$ cat config.mk
export PLATFORM = sky130hd
export DESIGN_NAME = magnetometer_scale_median_despike_core
export DESIGN_NICKNAME = d
export VERILOG_FILES = /design/src/msmd_pkg.sv /design/src/magnetometer_scale_median_despike_core.sv /design/src/msmd_div.sv /design/src/msmd_filt.sv
export SDC_FILE = /design/constraint.sdc
export NUM_CORES = 1
export LEC_CHECK = 0
export BUFFER_PORTS_ARGS = -buffer_cell sky130_fd_sc_hd__buf_4
export CORE_AREA = 2 2 195 274
export DETAILED_ROUTE_END_ITERATION = 6
export DIE_AREA = 0 0 197 276
export GPL_TIMING_DRIVEN = 0
export PLACE_DENSITY = 0.6
export SYNTH_ARGS = -nofsm -noshare
export SYNTH_HDL_FRONTEND = slang
export SYNTH_SLANG_ARGS = --single-unit
$ cat constraint.sdc
create_clock -name clock -period 6.82 [get_ports clock]
set_input_delay 0.341 -clock clock [delete_from_list [all_inputs] [get_ports clock]]
set_output_delay 0.341 -clock clock [all_outputs]
set_load 0.02 [all_outputs]
$ cat src/msmd_pkg.sv
// Shared types and constants for the magnetometer scale and median despike block.
`timescale 1ns / 1ps

package msmd_pkg;

   // Field widths.
   localparam int RAW_W   = 16;
   localparam int MG_W    = 16;
   localparam int CPG_W   = 13;
   localparam int LIM_W   = 16;
   localparam int CSR_W   = 16;
   localparam int CSR_IDX_W = 2;

   // Bit-serial divider sizing: |raw| * 1000 fits in 25 bits, the quotient in 16.
   localparam int PROD_W  = 25;
   localparam int QUOT_W  = 16;
   localparam int REM_W   = CPG_W;
   localparam int CNT_W   = $clog2(QUOT_W);

   localparam logic [9:0]       MG_PER_GAUSS = 10'd1000;
   localparam logic [CPG_W-1:0] MIN_DIVISOR  = 13'd1000;

   // Register reset values.
   localparam logic [CPG_W-1:0] CPG_RESET   = 13'd1711;
   localparam logic [LIM_W-1:0] JUMP_RESET  = 16'd300;
   localparam logic [LIM_W-1:0] SMALL_RESET = 16'd200;

   // Register indexes.
   localparam logic [CSR_IDX_W-1:0] CSR_COUNTS_PER_GAUSS = 2'd0;
   localparam logic [CSR_IDX_W-1:0] CSR_JUMP_LIMIT       = 2'd1;
   localparam logic [CSR_IDX_W-1:0] CSR_SMALL_LIMIT      = 2'd2;

   typedef enum logic [1:0] {
      ZST_PASS  = 2'd0,
      ZST_JUMP  = 2'd1,
      ZST_SMALL = 2'd2
   } z_status_type;

   typedef struct packed {
      logic                    req_type;
      logic signed [RAW_W-1:0] raw_x;
      logic signed [RAW_W-1:0] raw_y;
      logic signed [RAW_W-1:0] raw_z;
   } req_payload_type;

   typedef struct packed {
      logic signed [MG_W-1:0] x_mgauss;
      logic signed [MG_W-1:0] y_mgauss;
      logic signed [MG_W-1:0] z_mgauss;
      z_status_type           z_status;
   } rsp_payload_type;

   typedef struct packed {
      logic                    start;
      logic signed [RAW_W-1:0] raw;
      logic [CPG_W-1:0]        divisor;
   } div_req_type;

   typedef struct packed {
      logic                   done;
      logic signed [MG_W-1:0] quot;
   } div_rsp_type;

   typedef struct packed {
      logic                   go;
      logic                   baseline;
      logic signed [MG_W-1:0] z;
      logic [LIM_W-1:0]       jump_limit;
      logic [LIM_W-1:0]       small_limit;
   } filt_req_type;

   typedef struct packed {
      logic                   done;
      logic                   emit;
      logic signed [MG_W-1:0] z_out;
      z_status_type           status;
   } filt_rsp_type;

endpackage

$ cat src/magnetometer_scale_median_despike_core.sv
// Top level: magnetometer scaling with a median-of-three despike filter on Z.
`timescale 1ns / 1ps

// Channel   Direction  Handshake              Payload
// req_      in         req_valid / req_stall  req_data  (req_payload_type)
// rsp_      out        rsp_valid / rsp_stall  rsp_data  (rsp_payload_type)
// csr_      in         csr_we                 csr_index, csr_wdata
//
// A sample's result is shown as the input becomes free again; a baseline sample yields
// no result. The shared bit-serial divider scales the axes in turn (load, 16 quotient
// bits, sign fix-up), and then the filter step runs.
// Reset clears the registers to their defaults and the Z history to zero.
// A waiting result does not hold up the next sample; only the filter step waits for the
// result register to empty. req_stall is high while a sample is being worked on.

module magnetometer_scale_median_despike_core
   import msmd_pkg::*;
(
   input  logic                 clock,
   input  logic                 reset,
   input  logic                 req_valid,
   output logic                 req_stall,
   input  req_payload_type      req_data,
   output logic                 rsp_valid,
   input  logic                 rsp_stall,
   output rsp_payload_type      rsp_data,
   input  logic                 csr_we,
   input  logic [CSR_IDX_W-1:0] csr_index,
   input  logic [CSR_W-1:0]     csr_wdata
);

   typedef enum logic [2:0] {
      ST_IDLE,
      ST_DIV_X,
      ST_DIV_Y,
      ST_DIV_Z,
      ST_FILT_WAIT,
      ST_FILT_RUN
   } core_state_type;

   core_state_type         state_ff;
   req_payload_type        req_ff;
   logic signed [MG_W-1:0] x_ff;
   logic signed [MG_W-1:0] y_ff;
   logic signed [MG_W-1:0] z_ff;
   logic                   div_start_ff;
   logic                   filt_go_ff;
   logic                   rsp_valid_ff;
   rsp_payload_type        rsp_data_ff;

   logic [CPG_W-1:0]       cpg_ff;
   logic [LIM_W-1:0]       jump_ff;
   logic [LIM_W-1:0]       small_ff;

   div_req_type            div_req;
   div_rsp_type            div_rsp;
   filt_req_type           filt_req;
   filt_rsp_type           filt_rsp;
   logic signed [RAW_W-1:0] raw_in;

   // Configuration registers. Writes must arrive only while the block is idle; the block itself does not enforce this.
   always_ff @(posedge clock) begin
      if (reset) begin
         cpg_ff   <= CPG_RESET;
         jump_ff  <= JUMP_RESET;
         small_ff <= SMALL_RESET;
      end else if (csr_we) begin
         unique case (csr_index)
            CSR_COUNTS_PER_GAUSS: cpg_ff   <= csr_wdata[CPG_W-1:0];
            CSR_JUMP_LIMIT:       jump_ff  <= csr_wdata;
            CSR_SMALL_LIMIT:      small_ff <= csr_wdata;
            default: begin
               // Unknown register indexes are ignored.
            end
         endcase
      end
   end

   // The axis fed to the divider follows the sequencer state.
   always_comb begin
      unique case (state_ff)
         ST_DIV_X: raw_in = req_ff.raw_x;
         ST_DIV_Y: raw_in = req_ff.raw_y;
         default:  raw_in = req_ff.raw_z;
      endcase
   end

   assign div_req.start   = div_start_ff;
   assign div_req.raw     = raw_in;
   assign div_req.divisor = cpg_ff;

   assign filt_req.go          = filt_go_ff;
   assign filt_req.baseline    = req_ff.req_type;
   assign filt_req.z           = z_ff;
   assign filt_req.jump_limit  = jump_ff;
   assign filt_req.small_limit = small_ff;

   msmd_div u_div (
      .clock   (clock),
      .reset   (reset),
      .div_req (div_req),
      .div_rsp (div_rsp)
   );

   msmd_filt u_filt (
      .clock    (clock),
      .reset    (reset),
      .filt_req (filt_req),
      .filt_rsp (filt_rsp)
   );

   // Sequencer and result register.
   always_ff @(posedge clock) begin
      if (reset) begin
         state_ff     <= ST_IDLE;
         div_start_ff <= 1'b0;
         filt_go_ff   <= 1'b0;
         rsp_valid_ff <= 1'b0;
      end else begin
         div_start_ff <= 1'b0;
         filt_go_ff   <= 1'b0;

         // A waiting result leaves on its transfer; the filter step below only loads
         // the register once it has been seen empty, so the two never meet.
         if (rsp_valid_ff && !rsp_stall) begin
            rsp_valid_ff <= 1'b0;
         end

         unique case (state_ff)
            ST_IDLE: begin
               if (req_valid) begin
                  req_ff       <= req_data;
                  div_start_ff <= 1'b1;
                  state_ff     <= ST_DIV_X;
               end
            end
            ST_DIV_X: begin
               if (div_rsp.done) begin
                  x_ff         <= div_rsp.quot;
                  div_start_ff <= 1'b1;
                  state_ff     <= ST_DIV_Y;
               end
            end
            ST_DIV_Y: begin
               if (div_rsp.done) begin
                  y_ff         <= div_rsp.quot;
                  div_start_ff <= 1'b1;
                  state_ff     <= ST_DIV_Z;
               end
            end
            ST_DIV_Z: begin
               if (div_rsp.done) begin
                  z_ff     <= div_rsp.quot;
                  state_ff <= ST_FILT_WAIT;
               end
            end
            ST_FILT_WAIT: begin
               // The filter updates the history, so it only runs once its result has room.
               if (!rsp_valid_ff) begin
                  filt_go_ff <= 1'b1;
                  state_ff   <= ST_FILT_RUN;
               end
            end
            ST_FILT_RUN: begin
               if (filt_rsp.done) begin
                  if (filt_rsp.emit) begin
                     rsp_valid_ff         <= 1'b1;
                     rsp_data_ff.x_mgauss <= x_ff;
                     rsp_data_ff.y_mgauss <= y_ff;
                     rsp_data_ff.z_mgauss <= filt_rsp.z_out;
                     rsp_data_ff.z_status <= filt_rsp.status;
                  end
                  state_ff <= ST_IDLE;
               end
            end
            default: begin
               state_ff <= ST_IDLE;
            end
         endcase
      end
   end

   assign req_stall = (state_ff != ST_IDLE);
   assign rsp_valid = rsp_valid_ff;
   assign rsp_data  = rsp_data_ff;

endmodule

$ cat src/msmd_div.sv
// Bit-serial scaler: 1000 * raw divided by counts per gauss, one quotient bit per cycle.
`timescale 1ns / 1ps

module msmd_div
   import msmd_pkg::*;
(
   input  logic        clock,
   input  logic        reset,
   input  div_req_type div_req,
   output div_rsp_type div_rsp
);

   typedef enum logic [1:0] {
      DIV_IDLE,
      DIV_RUN,
      DIV_DONE
   } div_state_type;

   div_state_type    state_ff;
   logic [CNT_W-1:0] cnt_ff;
   logic [REM_W-1:0] rem_ff;
   logic [QUOT_W-1:0] shift_ff;
   logic [CPG_W-1:0] dvsr_ff;
   logic             neg_ff;

   logic [RAW_W-1:0]  mag_in;
   logic [PROD_W-1:0] prod_in;
   logic [REM_W:0]    trial_in;
   logic              fits_in;
   logic [CPG_W-1:0]  dvsr_in;
   logic [QUOT_W-1:0] quot_in;

   always_comb begin
      mag_in   = div_req.raw[RAW_W-1] ? RAW_W'(-div_req.raw) : RAW_W'(div_req.raw);
      prod_in  = PROD_W'(mag_in) * PROD_W'(MG_PER_GAUSS);
      dvsr_in  = (div_req.divisor < MIN_DIVISOR) ? MIN_DIVISOR : div_req.divisor;
      // The shift register feeds dividend bits from the top and takes quotient bits at the bottom.
      trial_in = {rem_ff, shift_ff[QUOT_W-1]};
      fits_in  = trial_in >= {1'b0, dvsr_ff};
      quot_in  = neg_ff ? QUOT_W'(-shift_ff) : shift_ff;
   end

   always_ff @(posedge clock) begin
      if (reset) begin
         state_ff <= DIV_IDLE;
         cnt_ff   <= '0;
      end else begin
         unique case (state_ff)
            DIV_IDLE: begin
               if (div_req.start) begin
                  // The top bits of the product are always below the divisor.
                  rem_ff   <= REM_W'(prod_in[PROD_W-1:QUOT_W]);
                  shift_ff <= prod_in[QUOT_W-1:0];
                  dvsr_ff  <= dvsr_in;
                  neg_ff   <= div_req.raw[RAW_W-1];
                  cnt_ff   <= '0;
                  state_ff <= DIV_RUN;
               end
            end
            DIV_RUN: begin
               rem_ff   <= fits_in ? REM_W'(trial_in - {1'b0, dvsr_ff}) : REM_W'(trial_in);
               shift_ff <= {shift_ff[QUOT_W-2:0], fits_in};
               cnt_ff   <= cnt_ff + 1'b1;
               if (cnt_ff == CNT_W'(QUOT_W - 1)) begin
                  state_ff <= DIV_DONE;
               end
            end
            DIV_DONE: begin
               state_ff <= DIV_IDLE;
            end
            default: begin
               state_ff <= DIV_IDLE;
            end
         endcase
      end
   end

   assign div_rsp.done = (state_ff == DIV_DONE);
   assign div_rsp.quot = quot_in;

endmodule

$ cat src/msmd_filt.sv
// Z history and median-of-three spike filter.
`timescale 1ns / 1ps

module msmd_filt
   import msmd_pkg::*;
(
   input  logic         clock,
   input  logic         reset,
   input  filt_req_type filt_req,
   output filt_rsp_type filt_rsp
);

   typedef enum logic [1:0] {
      FLT_IDLE,
      FLT_MED,
      FLT_DEC
   } flt_state_type;

   flt_state_type          state_ff;
   logic signed [MG_W-1:0] hist0_ff;
   logic signed [MG_W-1:0] hist1_ff;
   logic signed [MG_W-1:0] c_ff;
   logic signed [MG_W-1:0] med_ff;
   logic                   base_ff;
   logic [LIM_W-1:0]       jump_ff;
   logic [LIM_W-1:0]       small_ff;
   logic                   done_ff;
   logic                   emit_ff;
   logic signed [MG_W-1:0] zout_ff;
   z_status_type           status_ff;

   logic signed [MG_W-1:0] med_in;
   logic signed [MG_W:0]   diff_in;
   logic [MG_W:0]          adiff_in;
   logic [MG_W:0]          absc_in;
   logic                   jump_in;
   logic                   small_in;

   always_comb begin
      // hist0_ff is the older entry, hist1_ff the newer one.
      if ((hist1_ff <= hist0_ff) ^ (c_ff <= hist0_ff)) begin
         med_in = hist0_ff;
      end else if ((hist0_ff <= hist1_ff) ^ (c_ff <= hist1_ff)) begin
         med_in = hist1_ff;
      end else begin
         med_in = c_ff;
      end
      diff_in  = (MG_W+1)'(c_ff) - (MG_W+1)'(med_ff);
      adiff_in = diff_in[MG_W] ? (MG_W+1)'(-diff_in) : (MG_W+1)'(diff_in);
      absc_in  = c_ff[MG_W-1] ? (MG_W+1)'(-(MG_W+1)'(c_ff)) : (MG_W+1)'(c_ff);
      jump_in  = adiff_in > {1'b0, jump_ff};
      small_in = absc_in < {1'b0, small_ff};
   end

   always_ff @(posedge clock) begin
      if (reset) begin
         state_ff <= FLT_IDLE;
         hist0_ff <= '0;
         hist1_ff <= '0;
         done_ff  <= 1'b0;
         emit_ff  <= 1'b0;
      end else begin
         done_ff <= 1'b0;
         emit_ff <= 1'b0;
         unique case (state_ff)
            FLT_IDLE: begin
               if (filt_req.go) begin
                  c_ff     <= filt_req.z;
                  base_ff  <= filt_req.baseline;
                  jump_ff  <= filt_req.jump_limit;
                  small_ff <= filt_req.small_limit;
                  state_ff <= FLT_MED;
               end
            end
            FLT_MED: begin
               if (base_ff) begin
                  hist0_ff <= c_ff;
                  hist1_ff <= c_ff;
                  done_ff  <= 1'b1;
                  state_ff <= FLT_IDLE;
               end else begin
                  med_ff   <= med_in;
                  state_ff <= FLT_DEC;
               end
            end
            FLT_DEC: begin
               hist0_ff <= hist1_ff;
               done_ff  <= 1'b1;
               emit_ff  <= 1'b1;
               priority if (jump_in) begin
                  zout_ff   <= hist1_ff;
                  status_ff <= ZST_JUMP;
                  hist1_ff  <= c_ff;
               end else if (small_in) begin
                  zout_ff   <= hist1_ff;
                  status_ff <= ZST_SMALL;
                  hist1_ff  <= med_ff;
               end else begin
                  zout_ff   <= c_ff;
                  status_ff <= ZST_PASS;
                  hist1_ff  <= c_ff;
               end
               state_ff <= FLT_IDLE;
            end
            default: begin
               state_ff <= FLT_IDLE;
            end
         endcase
      end
   end

   assign filt_rsp.done   = done_ff;
   assign filt_rsp.emit   = emit_ff;
   assign filt_rsp.z_out  = zout_ff;
   assign filt_rsp.status = status_ff;

endmodule

==> results of run 1 <==
cells by family (layout without fill, tap and decap cells):
logic type	after synthesis	after routing	synth area share, %
and+or+nand+nor	428	428	9.842
DFF	366	366	48.76
AOI/OAI and AO/OA	345	345	11.10
buffers and inverters	273	534	5.264
adders and majority gates	216	216	14.99
muxes	111	111	5.603
xor gates and xnor gates	100	100	4.445
metal layers:
metal,up-vias,GRT usage [%],wire (µm)
li1,6993,-,-
met1,6881,18.36,17810
met2,233,35.95,27380
met3,101,2.513,1373
met4,0,7.480,1989
met5,-,0,0
report_power, final:
group / internal (mW) / total, mW / switching (mW) / leakage (nW)
clock: 1.22 / 2.07 / 0.857 / 0.611
sequential: 2.77 / 2.84 / 0.0680 / 3.24
combinational: 2.62 / 5.69 / 3.08 / 5.95
layout by cell type (no fill, tap or decap), types with 9 or more instances in the layout:
cell	instances
nor2b_1	19
mux2i_1	90
nand3_1	21
nand4_1	20
o21ai_0	49
a21o_1	28
buf_6	12
buf_1	9
or2_2	10
clkbuf_1	51
nor2_1	117
dfxtp_1	93
xor2_1	32
edfxtp_1	273
xnor2_1	55
mux2_2	12
buf_4	133
o31ai_1	9
o22a_1	26
nand2_1	142
nor3_1	18
or3_1	10
dlygate4sd3_1	49
inv_1	206
a211oi_1	43
nand2b_1	13
a21oi_1	101
clkbuf_16	42
fa_1	52
ha_1	162
area by class of cell:
cell class	instances	area, µm²	area share [%]
flip-flops and latches	366	10060	40.95
multi-input cells	1200	9697	39.47
repair buffers	193	1642	6.682
clock buffers	53	1102	4.487
well taps	656	820.8	3.341
inverters	206	773.2	3.147
plain buffers	67	322.8	1.314
clock inverters	15	150.1	0.6112
path summary, 6_finish.rpt:
kind | endpoint | slack [ps] | cells after the start
worst max-delay path | u_div.rem_ff[8] | 400 | 23
worst min-delay path | cpg_ff[0] | 40 | 3
worst max register to register | u_div.rem_ff[8] | 400 | 23
worst min register to register | u_filt.small_ff[6] | 410 | 0
flip-flops by register name, indices dropped and copies added, names as in the netlist, 4 cells and up:
| register | count |
|---|---|
| u_filt.c_ff | 16 |
| req_ff | 48 |
| u_filt.zout_ff | 16 |
| rsp_data | 50 |
| small_ff | 16 |
| u_filt.hist0_ff | 16 |
| y_ff | 16 |
| u_filt.hist1_ff | 16 |
| cpg_ff | 13 |
| u_filt.small_ff | 16 |
| x_ff | 16 |
| jump_ff | 16 |
| u_filt.med_ff | 16 |
| u_div.shift_ff | 16 |
| z_ff | 16 |
| u_div.rem_ff | 13 |
| u_div.dvsr_ff | 13 |
| u_filt.jump_ff | 16 |
| u_div.cnt_ff | 4 |
worst register-to-register path, cell delays in order, from the launching register on:
cell and delay [ps]:
dfxtp_1 340, nand2b_1 200, clkbuf_4 220, a21oi_4 330, o22ai_1 150, clkbuf_2 250, nor2_1 150, xor2_1 240
inv_1 150, fa_1 520, inv_1 50, fa_1 520, fa_1 460, fa_1 550, inv_1 40, ha_1 310
inv_1 80, o21bai_2 170, a31oi_1 150, o211ai_1 360, nand3_1 160, nand3b_1 160, mux2_2 350, a2111oi_1 310
through the flow:
stage               setup TNS [ps]  cells  hold slack, ps  total power [mW]  instance area [µm²]
floorplan                        0   1839           400.3             7.336                20630
CTS                              0   2751           14.04             10.50                24420
global route                -42.28   2756           32.17             11.62                24570
detailed placement           -1130   2634           404.5             8.354                22620
global placement            -809.7   2617           402.5             8.245                22370
finish                           0   2756           40.22             10.60                24570
what timing repair did:
action                     CTS  global route
setup endpoints to repair    7             7
resized for setup            8            30
cloned                       0             0
hold endpoints to repair    49             0
pin swaps                    0             6
hold buffers                49             0
buffers inserted             0             5
==> impl_results.md, run 1 <==
* Largest net degree at the start of global routing at 33
* Hold WC Path Type: input pin to flip-flop
* Synthesized net count at 2127
* PwrDens at between 400 and 500 nW/µm²
* Register area share after synthesis at around half
* Die width at 197 µm
* Setup crit end kind: flip-flop
* CP top delay family: adder cells
* Post-detail-place hpwl at 37870 µm
* Max_slew headroom at 43.49%
* # rows at 99
* Initial Util at 39.85%
* RSZ-0062 raised after global routing: true
* Status: completed
* Crit path launch type: flip-flop
* Max VDD drop at 0.0004020 V
* Buf/Inv on CP at 6
* CP required at 7150 ps
* Number of enable flip-flop cells after synthesis at 273
* Nets at 2359
* Final period demand of the worst path at 6420 ps
* Fraction of layout instances using a drive strength above 1 at between 10% and 20%
* Post-synth top cells: edfxtp_1, inv_1, ha_1
* Most numerous cell in the Yosys netlist: edfxtp_1
* H-tree depth at 2
* Overall via count from detail_route at 14210
* Synth unique cells at 80
* Final setup margin at 400.4 ps
* Post-synth top flop: edfxtp_1
* Synth area leader: edfxtp_1
* Final setup viols at 0
* Syn_area_per_cell at approximately 11 µm²
* Routed vias/inst at about 5.2
* Total Wirelength at 48550 µm
* Die H at around 280 µm
* Synthesized area at 20630 µm²
* # DRC at 0
* Area added between synthesis and finish at 19.07%
* Max Buffers Root-to-Sink at 3
* Max Cap Violations at 0
* CTS tree: built
* Worst hold start: csr_wdata[0]
* Core Area at between 50000 and 60000 µm²
* Syn Inst Count at around 1800
* # fillers at 4689
* First-pass GRT wire length at 77150 µm
* Share of the synthesized area in the top cell type at just under 40%
* Root Driver: clkbuf_16
* GR Overflow Total at 0
* Final Skew at roughly 23 ps
* TritonCTS Buffers at 37
* Final Max Slew Viols at 0
* Antenna diode count at 0
* Worst-path clk slew at 70 ps
* CP max stage delay at 550 ps
* Worst-Margin Slew at 845.6 ps
* R2r startpoint: state_ff[0]
* Crit. Startpoint: state_ff[0]
* Leakage at slightly below 10 nW
* Die area at 54370 µm²
* Clock sinks at 366
* Final hold violations at 0
* WS Path Type: flip-flop to flip-flop
* Ys async rst share at 0%
* WL/cell at approximately 18 µm
* Crit-path cells: nand2b_1 > clkbuf_4 > a21oi_4 > o22ai_1 > clkbuf_2 > nor2_1 > xor2_1 > inv_1 > fa_1 > inv_1 > fa_1 > fa_1 > fa_1 > inv_1 > ha_1 > inv_1 > o21bai_2 > a31oi_1 > o211ai_1 > nand3_1 > nand3b_1 > mux2_2 > a2111oi_1
* GP Congestion at 0.8793
* Largest cells by area after synthesis: edfxtp_1, ha_1, dfxtp_1
* Clk_lat worst skew at 560 ps
* IO buf count at 122
* Initial DRT Pass Iterations at 5
* GRT Overall Usage at 18.03%
* Initial antenna violation count at 0
* Tcrit/Tclk final at 94.13%
* Antenna viol nets, final at 0
* IO Pins at 124
* Layout Utilization at 47.45%
* Vias in the first global route at roughly 15000
* Max Fclk at 0.1558 GHz
* Yosys reg bits at 366
* DR iter-0 viols at 570
* DP Worst Slack at -283.7 ps
* Crit path max fanout at 10
* Slowest stage cell, crit path: fa_1
* Synth Warn # at 0
* CP arrival at 6750 ps
Power figures use the tool's default switching activity.
==> run 2, diff against run 1 <==
--- a/config.mk
+++ b/config.mk
@@ -6,11 +6,11 @@
 export NUM_CORES = 1
 export LEC_CHECK = 0
 export BUFFER_PORTS_ARGS = -buffer_cell sky130_fd_sc_hd__buf_4
-export CORE_AREA = 2 2 195 274
+export CORE_AREA = 2 2 167 235
 export DETAILED_ROUTE_END_ITERATION = 6
-export DIE_AREA = 0 0 197 276
+export DIE_AREA = 0 0 169 237
 export GPL_TIMING_DRIVEN = 0
-export PLACE_DENSITY = 0.6
+export PLACE_DENSITY = 0.76
 export SYNTH_ARGS = -nofsm -noshare
 export SYNTH_HDL_FRONTEND = slang
 export SYNTH_SLANG_ARGS = --single-unit
==> run 2 against run 1 <==
  * First-iteration DRC count grew 41%
  * Setup slack got worse by 150 ps
  * Combinational power rose by 4.7%
  * Clock-buffer cell count is 10 lower
  * Highest routed layer unchanged
==> impl_results.md, run 2 (same netlist as run 1, synthesis figures left out) <==
* IO buf count at between 100 and 150
* R2r setup slk at 250 ps
* Die width at approximately 170 µm
* Buf/Inv on CP at 5
* Max Cap Violations at 0
* Part of the power in registers at 26.1%
* Tcrit/Tclk final at 96.40%
* Final Skew at 24.20 ps
* Max Buffers Root-to-Sink at 3
* Clock power frac at a little under a fifth
* Final hold slack at between 50 and 60 ps
* R2r startpoint: state_ff[0]
* PwrDens at 446.9 nW/µm²
* Initial DRT Pass Iterations at 5
* Final period demand of the worst path at 6574 ps
* Final Max Slew Viols at 0
* Overall via count from detail_route at ~15000
* WL/cell at approximately 19 µm
* Switching share of power at ~40%
* Post-detail-place hpwl at 36100 µm
* Die H at 237 µm
* Antenna diode count at 0
* WS Path Type: flip-flop to flip-flop
* R2R cell count at 27
* Max Fclk at roughly 0.15 GHz
* Fin cells at 2576
* Comb power frac at 54.8%
* Area added between synthesis and finish at 17.98%
* Core Area at 38070 µm²
* Worst-path clk slew at 70 ps
* Antenna viol nets, final at 0
* # rows at 85
* Largest net degree at the start of global routing at 34
* Routed vias/inst at 5.686
* Final hold violations at 0
* Leakage at 9.816 nW
* Post-route design area at 24340 µm²
* Die area at 40050 µm²
* Final Power at ~11 mW
* Layout Utilization at a little under two thirds
* Sw power at around 4.2 mW
* Fraction of layout instances using a drive strength above 1 at between 10 and 15%
* Setup crit end kind: flip-flop
* FF-to-FF End: u_div.rem_ff[7]
* # DRC at 0
* Slowest stage cell, crit path: fa_1
* Crit path max fanout at 8
* H-tree depth at 2
* Hold WC Path Type: input pin to flip-flop
* CP top delay family: adder cells
* CTS tree: built
* Root Driver: clkbuf_16
* Vias in the first global route at 15340
* Placed instance area at 22370 µm²
* Worst hold start: csr_wdata[10]
* First-pass GRT wire length at 76320 µm
* Max_slew headroom at 34.54%
* Nets at ~2400
* Int Power at 6.651 mW
* Clk_lat worst skew at 550 ps
* TritonCTS Buffers at 36
* CP required at around 7100 ps
* TNS Setup at 0 ps
* Most frequent cells in the layout: edfxtp_1, inv_1, ha_1
* Clock sinks at 366
* Final setup viols at 0
* Hold worst-path end: cpg_ff[10]
* Commonest non-fill, non-tap cell in the layout: edfxtp_1
* Final setup margin at around 250 ps
* IO Pins at around 120
* DP Cell Count at 2454
* Number of flip-flops in the largest register at 50
* Crit path launch type: flip-flop
* GRT Overall Usage at 24.23%
* DP Worst Slack at -235.5 ps
* CP max stage delay at 550 ps
* GP Congestion at 0.9299
* DR iter-0 viols at 804
* Initial antenna violation count at 0
* Initial Util at 54.19%
* Hold Path Cell Cnt at 3
* Total Wirelength at 48420 µm
* Status: completed
* CP arrival at 6820 ps
* Worst-Margin Slew at 979.3 ps
* GR Overflow Total at 0
* Max VDD drop at 0.0005692 V
run 2: cell types whose count changed in the layout (fill, tap and decap cells not counted), sizes merged:
| cell | change |
|---|---|
| clkbuf | -10 |
| clkinv | +2 |
| clkinvlp | +1 |
| bufinv | +2 |
| inv | +2 |
| buf | +1 |
run 2: worst reg2reg max path, delay by kind of cell, from the launching register on:
family	cells	cell delay, ps
xor+xnor	2	330
simple gates	8	1610
flops	1	340
fa+ha+maj	5	2430
buf+inv	5	420
compound gates	7	1150
run 2: final cells by class:
| cell class | count | area [µm²] |
|---|---|---|
| Fill cell | 2820 | 13730 |
| Sequential cell | 366 | 10060 |
| Multi-Input combinational cell | 1200 | 9701 |
| Timing Repair Buffer | 194 | 1642 |
| Clock buffer | 43 | 988.4 |
| Inverter | 206 | 773.2 |
| Tap cell | 478 | 598.1 |
| Buffer | 67 | 322.8 |
| Clock inverter | 22 | 257.7 |
run 2: metal layers:
layer	vias up	track usage, %	share of wire, %
met4	0	14.09	5.7
li1	6982	-	-
met5	-	0	0
met1	7083	24.00	35
met3	169	3.192	3.9
met2	412	47.39	55
run 2: how the worst max path moves through the flow:
stage / endpoint / startpoint / slack, ps / cells after the start
6_report: u_div.rem_ff[7] / state_ff[0] / 250 / 27
5_1_grt: u_div.rem_ff[8] / state_ff[0] / -4 / 23
4_1_cts: u_div.rem_ff[8] / state_ff[0] / 30 / 23
3_5_place_dp: u_div.rem_ff[1] / state_ff[0] / -240 / 23
3_3_place_gp: u_div.rem_ff[1] / state_ff[0] / -100 / 23
2_1_floorplan: u_div.rem_ff[1] / state_ff[0] / 650 / 23
run 2: what timing repair did:
action,in CTS,in global routing
gates resized for setup,8,26
pin swaps,0,6
setup endpoints to repair,7,8
buffers inserted,0,8
cloned,0,0
hold buffers,49,0
hold endpoints to repair,49,0
run 2: power by group through the flow:
stage                     clock, mW  sequential, mW  combinational, mW
final                          2.08            2.84               5.96
after floorplan                   0            2.86               4.48
after CTS                      2.11            2.83               5.64
after global placement            0            2.88               5.36
after detailed placement          0            2.88               5.57
after global routing           2.19            2.84               6.64
